**config.mk**
```make
export PLATFORM = sky130hd
export DESIGN_NAME = status_led_breathing_pattern
export DESIGN_NICKNAME = d
export VERILOG_FILES = /design/src/hdl/slbp_pkg.sv /design/src/hdl/status_led_breathing_pattern.sv
export SDC_FILE = /design/constraint.sdc
export NUM_CORES = 1
export LEC_CHECK = 0
export BUFFER_PORTS_ARGS = -buffer_cell sky130_fd_sc_hd__buf_2
export CORE_ASPECT_RATIO = 1.5
export CORE_MARGIN = 5
export CORE_UTILIZATION = 52
export CTS_CLUSTER_SIZE = 30
export DETAILED_ROUTE_END_ITERATION = 12
export GPL_ROUTABILITY_DRIVEN = 0
export PLACE_DENSITY = 0.71
export SLEW_MARGIN = 20
export SYNTH_ARGS = -nofsm -noshare
export SYNTH_HDL_FRONTEND = slang
export SYNTH_SLANG_ARGS = --single-unit
export TNS_END_PERCENT = 10
```
**constraint.sdc**
```tcl
create_clock -name aclk -period 15.9 [get_ports aclk]
set_clock_uncertainty 0.05 [all_clocks]
set_input_delay 0.795 -clock aclk [delete_from_list [all_inputs] [get_ports aclk]]
set_output_delay 0.795 -clock aclk [all_outputs]
set_load 0.05 [all_outputs]
```
**src/hdl/slbp_pkg.sv**
```systemverilog
// types, codes and color tables for the status led breathing block
package slbp_pkg;

    typedef enum logic [1:0] {
        FUNC_SET_MODE = 2'd0,
        FUNC_TICK     = 2'd1,
        FUNC_OFF      = 2'd2,
        FUNC_RSVD     = 2'd3
    } func_t;

    localparam logic [2:0] MODE_IDLE    = 3'd0;
    localparam logic [2:0] MODE_LEADER  = 3'd1;
    localparam logic [2:0] MODE_MEMBER  = 3'd2;
    localparam logic [2:0] MODE_RELAY   = 3'd3;
    localparam logic [2:0] MODE_CHILD   = 3'd4;
    localparam logic [2:0] MODE_JOINING = 3'd5;
    localparam logic [2:0] MODE_LOST    = 3'd6;

    localparam logic CFG_LED_ENABLE    = 1'b0;
    localparam logic CFG_TICK_INTERVAL = 1'b1;

    localparam logic [15:0] TICK_INTERVAL_RST = 16'd120;
    localparam logic [7:0]  MAX_LEVEL         = 8'd10;

    typedef struct packed {
        logic [7:0] red;
        logic [7:0] green;
        logic [7:0] blue;
    } rgb_t;

    function automatic logic [3:0] idle_step(input logic [2:0] phase);
        logic [3:0] s;
        case (phase)
            3'd0:    s = 4'd0;
            3'd1:    s = 4'd1;
            3'd2:    s = 4'd2;
            3'd3:    s = 4'd3;
            3'd4:    s = 4'd4;
            3'd5:    s = 4'd3;
            3'd6:    s = 4'd2;
            default: s = 4'd1;
        endcase
        return s;
    endfunction

    function automatic logic [3:0] normal_step(input logic [2:0] phase);
        logic [3:0] s;
        case (phase)
            3'd0:    s = 4'd1;
            3'd1:    s = 4'd2;
            3'd2:    s = 4'd3;
            3'd3:    s = 4'd5;
            3'd4:    s = 4'd6;
            3'd5:    s = 4'd5;
            3'd6:    s = 4'd3;
            default: s = 4'd2;
        endcase
        return s;
    endfunction

    function automatic logic [3:0] alert_step(input logic [2:0] phase);
        logic [3:0] s;
        case (phase)
            3'd0:    s = 4'd2;
            3'd1:    s = 4'd4;
            3'd2:    s = 4'd6;
            3'd3:    s = 4'd8;
            3'd4:    s = 4'd10;
            3'd5:    s = 4'd8;
            3'd6:    s = 4'd6;
            default: s = 4'd4;
        endcase
        return s;
    endfunction

    // (base * step + 127) / 255, divide by 255 as (x + (x >> 8) + 1) >> 8
    function automatic logic [7:0] scale_channel(input logic [7:0] base,
                                                 input logic [3:0] step);
        logic [12:0] prod;
        logic [12:0] sum;
        logic [12:0] quo;
        prod = 13'(base) * 13'(step);
        sum  = prod + 13'd127;
        quo  = (sum + (sum >> 8) + 13'd1) >> 8;
        return quo[7:0];
    endfunction

    function automatic rgb_t mode_color(input logic [2:0] mode, input logic [2:0] phase);
        rgb_t       base;
        logic [3:0] step;
        rgb_t       c;
        case (mode)
            MODE_LEADER: begin
                base = '{8'd255, 8'd96, 8'd0};
                step = normal_step(phase);
            end
            MODE_MEMBER, MODE_CHILD: begin
                base = '{8'd0, 8'd96, 8'd255};
                step = normal_step(phase);
            end
            MODE_RELAY: begin
                base = '{8'd160, 8'd0, 8'd255};
                step = normal_step(phase);
            end
            MODE_JOINING: begin
                base = '{8'd255, 8'd160, 8'd0};
                step = alert_step(phase);
            end
            MODE_LOST: begin
                base = '{8'd255, 8'd0, 8'd0};
                step = alert_step(phase);
            end
            default: begin
                base = '{8'd255, 8'd255, 8'd255};
                step = idle_step(phase);
            end
        endcase
        c.red   = scale_channel(base.red, step);
        c.green = scale_channel(base.green, step);
        c.blue  = scale_channel(base.blue, step);
        return c;
    endfunction

endpackage

```
**src/hdl/status_led_breathing_pattern.sv**
```systemverilog
// status led breathing pattern: request register, mode/phase state and color result register
// an accepted request waits in the input register, then its color is registered for m_valid
// throughput: one request per cycle unless the result stalls, set by the single input
// register and the single result register; a request that yields no color still takes one slot
// reset (aresetn low, synchronous): led disabled, interval 120 ms, mode idle and not applied,
// phase 0, last tick time 0, both stages empty
module status_led_breathing_pattern (
    input  logic        aclk,
    input  logic        aresetn,
    input  logic        cfg_wr_en,
    input  logic        cfg_index,
    input  logic [15:0] cfg_wdata,
    input  logic        s_valid,
    output logic        s_ready,
    input  logic [1:0]  s_func,
    input  logic [2:0]  s_mode,
    input  logic [31:0] s_now_ms,
    output logic        m_valid,
    input  logic        m_ready,
    output logic [7:0]  m_red,
    output logic [7:0]  m_green,
    output logic [7:0]  m_blue
);
    import slbp_pkg::*;

    logic        led_enable_reg, led_enable_next;
    logic [15:0] interval_reg, interval_next;
    logic [2:0]  cur_mode_reg, cur_mode_next;
    logic        applied_reg, applied_next;
    logic [2:0]  phase_reg, phase_next;
    logic [31:0] last_tick_reg, last_tick_next;

    logic        in_valid_reg, in_valid_next;
    func_t       in_func_reg;
    logic [2:0]  in_mode_reg;
    logic [31:0] in_now_reg;

    logic        out_valid_reg, out_valid_next;
    rgb_t        out_color_reg, out_color_next;

    logic        advance;
    logic        emit;
    logic        black;
    logic [31:0] delta;
    rgb_t        color;

    always_comb begin
        advance = in_valid_reg && (!out_valid_reg || m_ready);
        s_ready = !in_valid_reg || advance;

        led_enable_next = led_enable_reg;
        interval_next   = interval_reg;
        if (cfg_wr_en) begin
            case (cfg_index)
                CFG_LED_ENABLE:    led_enable_next = cfg_wdata[0];
                CFG_TICK_INTERVAL: interval_next   = cfg_wdata;
                default:           led_enable_next = led_enable_reg;
            endcase
        end

        cur_mode_next  = cur_mode_reg;
        applied_next   = applied_reg;
        phase_next     = phase_reg;
        last_tick_next = last_tick_reg;
        emit           = 1'b0;
        black          = 1'b0;
        delta          = in_now_reg - last_tick_reg;

        if (advance) begin
            case (in_func_reg)
                FUNC_SET_MODE: begin
                    if (!(applied_reg && cur_mode_reg == in_mode_reg)) begin
                        cur_mode_next = in_mode_reg;
                        applied_next  = 1'b1;
                        phase_next    = 3'd0;
                        emit          = led_enable_reg;
                    end
                end
                FUNC_TICK: begin
                    if (led_enable_reg && !(delta < {16'd0, interval_reg})) begin
                        last_tick_next = in_now_reg;
                        phase_next     = phase_reg + 3'd1;
                        emit           = 1'b1;
                    end
                end
                FUNC_OFF: begin
                    emit  = led_enable_reg;
                    black = 1'b1;
                end
                default: emit = 1'b0;
            endcase
        end

        color = mode_color(cur_mode_next, phase_next);

        in_valid_next = in_valid_reg;
        if (s_valid && s_ready) begin
            in_valid_next = 1'b1;
        end else if (advance) begin
            in_valid_next = 1'b0;
        end

        out_valid_next = out_valid_reg && !m_ready;
        out_color_next = out_color_reg;
        if (advance) begin
            out_valid_next = emit;
            if (emit) begin
                out_color_next = black ? '0 : color;
            end
        end
    end

    always_ff @(posedge aclk) begin
        if (!aresetn) begin
            led_enable_reg <= 1'b0;
            interval_reg   <= TICK_INTERVAL_RST;
            cur_mode_reg   <= MODE_IDLE;
            applied_reg    <= 1'b0;
            phase_reg      <= 3'd0;
            last_tick_reg  <= 32'd0;
            in_valid_reg   <= 1'b0;
            out_valid_reg  <= 1'b0;
        end else begin
            led_enable_reg <= led_enable_next;
            interval_reg   <= interval_next;
            cur_mode_reg   <= cur_mode_next;
            applied_reg    <= applied_next;
            phase_reg      <= phase_next;
            last_tick_reg  <= last_tick_next;
            in_valid_reg   <= in_valid_next;
            out_valid_reg  <= out_valid_next;
        end
    end

    // payload registers
    always_ff @(posedge aclk) begin
        if (s_valid && s_ready) begin
            in_func_reg <= func_t'(s_func);
            in_mode_reg <= s_mode;
            in_now_reg  <= s_now_ms;
        end
        out_color_reg <= out_color_next;
    end

    assign m_valid = out_valid_reg;
    assign m_red   = out_color_reg.red;
    assign m_green = out_color_reg.green;
    assign m_blue  = out_color_reg.blue;

endmodule

```
[Word-level counts from Yosys, hierarchy flattened]
Cells that the tools add are included.
Storage, ports and cells
  register bits after elaboration: 119
  input port bits: 59
  word-level logic and storage cells: 93
Operators by class
  add/sub/neg operators: 11
  multiply operators: 3
  magnitude comparators: 1
  equality and inequality tests: 14
  mux-type cells: 21
  bitwise gates (word level): 2
  reduce and logical (&&, ||, !) cells: 24
Operators with widths (number)
  one-hot mux 24 bit (5 select lines): 1
  adder 12 x 7 -> 13 bit (second input constant): 3
  adder 13 x 1 -> 13 bit (second input constant): 3
  adder 13 x 5 -> 13 bit: 3
  multiplier 8 x 4 -> 12 bit: 3
  less-than comparator 32 x 16 -> 1 bit: 1
  subtractor 32 bit: 1
  one-hot mux 3 bit (4 select lines): 2
  equality test 3 bit (second input constant): 6
  2-to-1 mux 3 bit: 6
  one-hot mux 4 bit (4 select lines): 1
  equality test 3 x 2 -> 1 bit (second input constant): 4
  2-to-1 mux 1 bit: 8
  one-hot mux 4 bit (2 select lines): 1
  OR reduction 2 bit: 4
  one-hot mux 3 bit (2 select lines): 1
  AND reduction 2 bit: 3
  AND reduction 3 bit: 2
  logical AND 1 bit: 5
  logical NOT 1 bit: 4
  OR reduction 4 bit: 1
  adder 3 x 1 -> 3 bit (second input constant): 1
  equality test 3 x 1 -> 1 bit (second input constant): 1
  equality test 3 bit: 1
  other kinds (8): 10

[Longest topological paths before layout]
  word-level depth: 15
  gate-level depth with buffers: 47

[Worst setup path after synthesis]
OpenSTA, ideal clock, no wires.
  path kind: flip-flop to flip-flop
  from: register in_now_reg[0]
  to: register out_color_reg (netlist bit m_red[2]) (data pin)
  arrival time: 9.600 ns
  path slack: 5.979 ns
  cell stages (with the launch flop): 46
  path through: edfxtp_1 -> inv_1 -> ha_1 -> fa_1 -> nand2b_1 -> a21o_1 -> a211oi_2 -> nand2b_1 -> a21oi_1 -> xnor2_1 -> ha_1 -> a21o_1 -> a22o_1 -> a2111oi_0 -> o2111ai_1 -> nor3_1 -> and4_1 -> nand4_2 -> [... 10 more ...] -> fa_1 -> ha_1 -> ha_1 -> a21oi_1 -> o21ai_0 -> and3_1 -> or2_2 -> a21oi_1 -> xnor2_1 -> ha_1 -> o21ai_0 -> a2111oi_0 -> nand2_1 -> or3_4 -> or3_1 -> a22o_1 -> nor4_1 -> nor3b_1
Between the ends
  longest elaborated chain between the ends: 15
  elaborated cells on any way between the ends: 23
RTL lines
  start, declared: RTL line status_led_breathing_pattern.sv:36  | logic [31:0] in_now_reg;
  start signal, assigned: RTL line status_led_breathing_pattern.sv:140  | in_now_reg <= s_now_ms;
  subtractor 32 bit (*): RTL line status_led_breathing_pattern.sv:67  | delta = in_now_reg - last_tick_reg;
  less-than comparator 32 x 16 -> 1 bit (*): RTL line status_led_breathing_pattern.sv:80  | if (led_enable_reg && !(delta < {16'd0, interval_reg})) begin
  logical NOT 1 bit (*): RTL line status_led_breathing_pattern.sv:80
  logical AND 1 bit (*): RTL line status_led_breathing_pattern.sv:80
  2-to-1 mux 3 bit (*): RTL line status_led_breathing_pattern.sv:80
  one-hot mux 3 bit (2 select lines) (*): RTL line status_led_breathing_pattern.sv:70  | case (in_func_reg)
  2-to-1 mux 3 bit (*): RTL line status_led_breathing_pattern.sv:69  | if (advance) begin
  equality test 3 bit / equality test 3 x 2 -> 1 bit (equally long branches): RTL line slbp_pkg.sv:33, slbp_pkg.sv:48, slbp_pkg.sv:63
  OR reduction 2 bit (no line)
  one-hot mux 3 bit (4 select lines) (tied with other cells): RTL line slbp_pkg.sv:33  | case (phase)
  one-hot mux 4 bit (2 select lines) (*): RTL line slbp_pkg.sv:92  | case (mode)
  multiplier 8 x 4 -> 12 bit (*): RTL line slbp_pkg.sv:82  | prod = 13'(base) * 13'(step);
  adder 12 x 7 -> 13 bit (*): RTL line slbp_pkg.sv:83  | sum = prod + 13'd127;
  adder 13 x 5 -> 13 bit (*): RTL line slbp_pkg.sv:84  | quo = (sum + (sum >> 8) + 13'd1) >> 8;
  adder 13 x 1 -> 13 bit (*): RTL line slbp_pkg.sv:84
  end signal, assigned: RTL line status_led_breathing_pattern.sv:142  | out_color_reg <= out_color_next;
  end, declared: RTL line status_led_breathing_pattern.sv:39  | rgb_t out_color_reg, out_color_next;
Every way passes the cells marked *; elsewhere a longest branch is shown, timed or not.
A chain may end at the register's enable or synchronous reset.

[Worst setup path in the final report]
  from: register in_now_reg[3]
  to: register out_color_reg (netlist bit m_red[4]) (data pin)
The elaborated chain is that of the path after synthesis.

==> results.json <==
{
  "drv_slew": 0,
  "wl_um": 22300,
  "hold_path.class": "register to register",
  "cts-root-buf": "clkbuf_16",
  "maxCapViolCount": 0,
  "crit_slowest_cell": "a2111oi_0",
  "use_met1_pct": 21.1,
  "synth_cell_types": 88,
  "r2r_start": "in_now_reg[3]",
  "core_area_sq_um": 19100,
  "grt_max_degree": 59,
  "dr.pass1.iters": 7,
  "drive_above_1_share_pct": 11.4,
  "die_w_um": 124,
  "areaGrowthSynthToFinish_pct": 8.40,
  "syn_avg_cell_area_sq_um": 8.68,
  "drt-initial-drc-count": 400,
  "fin_crit_ns": 11.21,
  "die-area_sq_um": 22300,
  "synthTopCellsByArea": "edfxtp_1, ha_1, dfxtp_1",
  "die_h_um": 180,
  "holdPathEnd": "interval_reg[15]",
  "vias": 8311,
  "synth_edf_count": 52,
  "finalHoldViolCount": 0,
  "grt_overflow_total": 0,
  "worst_slew_pin_slew_ns": 0.913,
  "leakagePower_nw": 4.93,
  "dpl.hpwl_um": 18200,
  "numCtsBuffers": 9,
  "rows": 62,
  "antenna_found_initial": 0,
  "slew_headroom_pct": 39.1,
  "avgViaCountPerCell": 5.62,
  "startpoint_type": "register",
  "start_util_pct": 52.7,
  "reg2reg_depth": 42,
  "placement.io_buffers": 75,
  "hold-path-cell-count": 2,
  "wl_per_cell_um": 15.1,
  "synth_area_sq_um": 10100,
  "cts_buffer_depth": 2,
  "ctsHtreeMaxLevel": 3,
  "worstHoldStart": "interval_reg[15]",
  "grt_use_met2_pct": 39.5,
  "ys_warn_count": 0,
  "crit_fanout": 9,
  "num_antenna_cells": 0,
  "ios": 85,
  "place_ws_ns": 4.78,
  "rsz0062_at_grt": "no",
  "cts_hold_buf": 0,
  "ir_drop_mv": 0.0631,
  "path_clk_slew_ns": 0.07,
  "r2r-end": "m_red[4]",
  "grtUsageTotal_pct": 20.4,
  "busiest_layer": "met2",
  "p_per_area_nw_per_um2": 68.0,
  "status": "finished, final reports clean",
  "final_antenna_net_count": 0,
  "fin_crit_sh_pct": 70.5,
  "arrival_ns": 11.39,
  "worst_slack_ns": 4.69,
  "cpPeakStageDelay_ns": 0.66,
  "r2r_slack_ns": 4.69,
  "seq_area_frac_synth_pct": 27.1,
  "path_class": "register to register",
  "final_common_cell": "ha_1",
  "insertion_delay_ns": 0.36,
  "grt_pass1_vias": 8371,
  "cts_resized": 0,
  "yosys.area.top_type_share_pct": 15.5,
  "synth_cells": 1159,
  "synth_seq_cells": 110,
  "cts_tree": "done",
  "fin_tns_setup_ns": 0,
  "ys.flop_type": "dfxtp_1",
  "async_flop_share_pct": 0,
  "cts_setup_buffers": 0,
  "grt_util_met3_pct": 2.42,
  "cts.sinks": 110,
  "synth_top_area_cell": "edfxtp_1",
  "end_kind": "register",
  "nNetsFinal": 1421,
  "drcViolationCount": 0,
  "grt_pass1_wl_um": 37400,
  "setup_viol": 0,
  "fmax_mhz": 89.2,
  "most-common-layout-cells": "ha_1, inv_1, nand2_1, nor2_1, buf_2",
  "worstPathRequired_ns": 16.08
}
==> worst max-delay path, delay by kind of cell (launching register included) <==
family / cells / cell delay [ns]
flip-flops: 1 / 0.40
adder cells (fa/ha/maj): 7 / 2.40
XOR/XNOR: 2 / 0.19
AO/OA/AOI/OAI: 18 / 4.54
AND/OR/NAND/NOR: 13 / 3.21
buffers and inverters: 1 / 0.09
multiplexers: 1 / 0.22
==> cell usage after synthesis (6+ instances only) <==
cell	number
xnor2_1	36
nand2b_1	11
inv_1	104
and2_1	19
buf_4	15
buf_2	7
a21oi_1	69
mux2i_1	40
nand3_1	15
nor2_1	96
or2_2	10
fa_1	22
o211ai_1	14
nor4_1	8
a31oi_1	12
edfxtp_1	52
o21a_1	13
nor3_1	20
and3_1	10
xor2_1	19
a211oi_1	6
dfxtp_1	58
o21bai_1	6
nor2b_1	42
clkbuf_1	28
nand2_1	98
mux2_2	7
a21boi_0	15
o21ai_0	41
nand4_1	17
or3_1	6
ha_1	121
a21o_1	20
o21ai_1	7
==> per-layer routing <==
layer	up-vias	part of all wire, %
li1	4182	-
met1	3890	38
met2	173	55
met4	0	4.4
met3	66	3.0
met5	-	0
==> worst max-delay path by stage <==
stage / endpoint / cells past startpoint / from
2_1_floorplan: m_red[2] / 45 / in_now_reg[0]
3_3_place_gp: m_red[4] / 43 / last_tick_reg[1]
3_5_place_dp: m_red[2] / 43 / last_tick_reg[1]
4_1_cts: m_red[2] / 43 / last_tick_reg[1]
5_1_grt: m_red[2] / 42 / in_now_reg[3]
6_report: m_red[4] / 42 / in_now_reg[3]
==> report_power, final <==
part,switching (mW),internal [mW],total (mW)
clock network,0.114,0.111,0.226
registers,0.00520,0.307,0.312
logic,0.118,0.0846,0.203
==> cells by family after synthesis <==
group	Yosys count	synth area share [%]
buf+inv	160	6.77
flops	110	27.1
mux	47	4.77
fa+ha+maj	144	19.5
simple gates	377	19.0
other cells	2	0.0747
compound gates	264	18.0
xor+xnor	55	4.79
==> metrics by stage <==
step / util, % / cell area (sq um) / power (mW) / std cells / hold slack, ns
2_1_floorplan: - / 10100 / 0.477 / 1182 / 0.390
3_3_place_gp: 55.6 / 10600 / 0.518 / 1464 / 0.404
3_5_place_dp: 55.6 / 10600 / 0.522 / 1464 / 0.409
4_1_cts: 57.1 / 10900 / 0.748 / 1480 / 0.422
5_1_grt: 57.1 / 10900 / 0.785 / 1480 / 0.443
6_report: 57.1 / 10900 / 0.741 / 1480 / 0.419
==> area by class of cell <==
| cell class | instances | area, sq um |
|---|---|---|
| fill | 1794 | 8180 |
| multi-input combinational | 912 | 6750 |
| sequential | 110 | 2720 |
| timing repair buffer | 81 | 420 |
| inverter | 105 | 394 |
| tap | 256 | 320 |
| clock buffer | 10 | 229 |
| clock inverter | 6 | 67.6 |
Note: power is estimated with default switching activity, not from simulation.
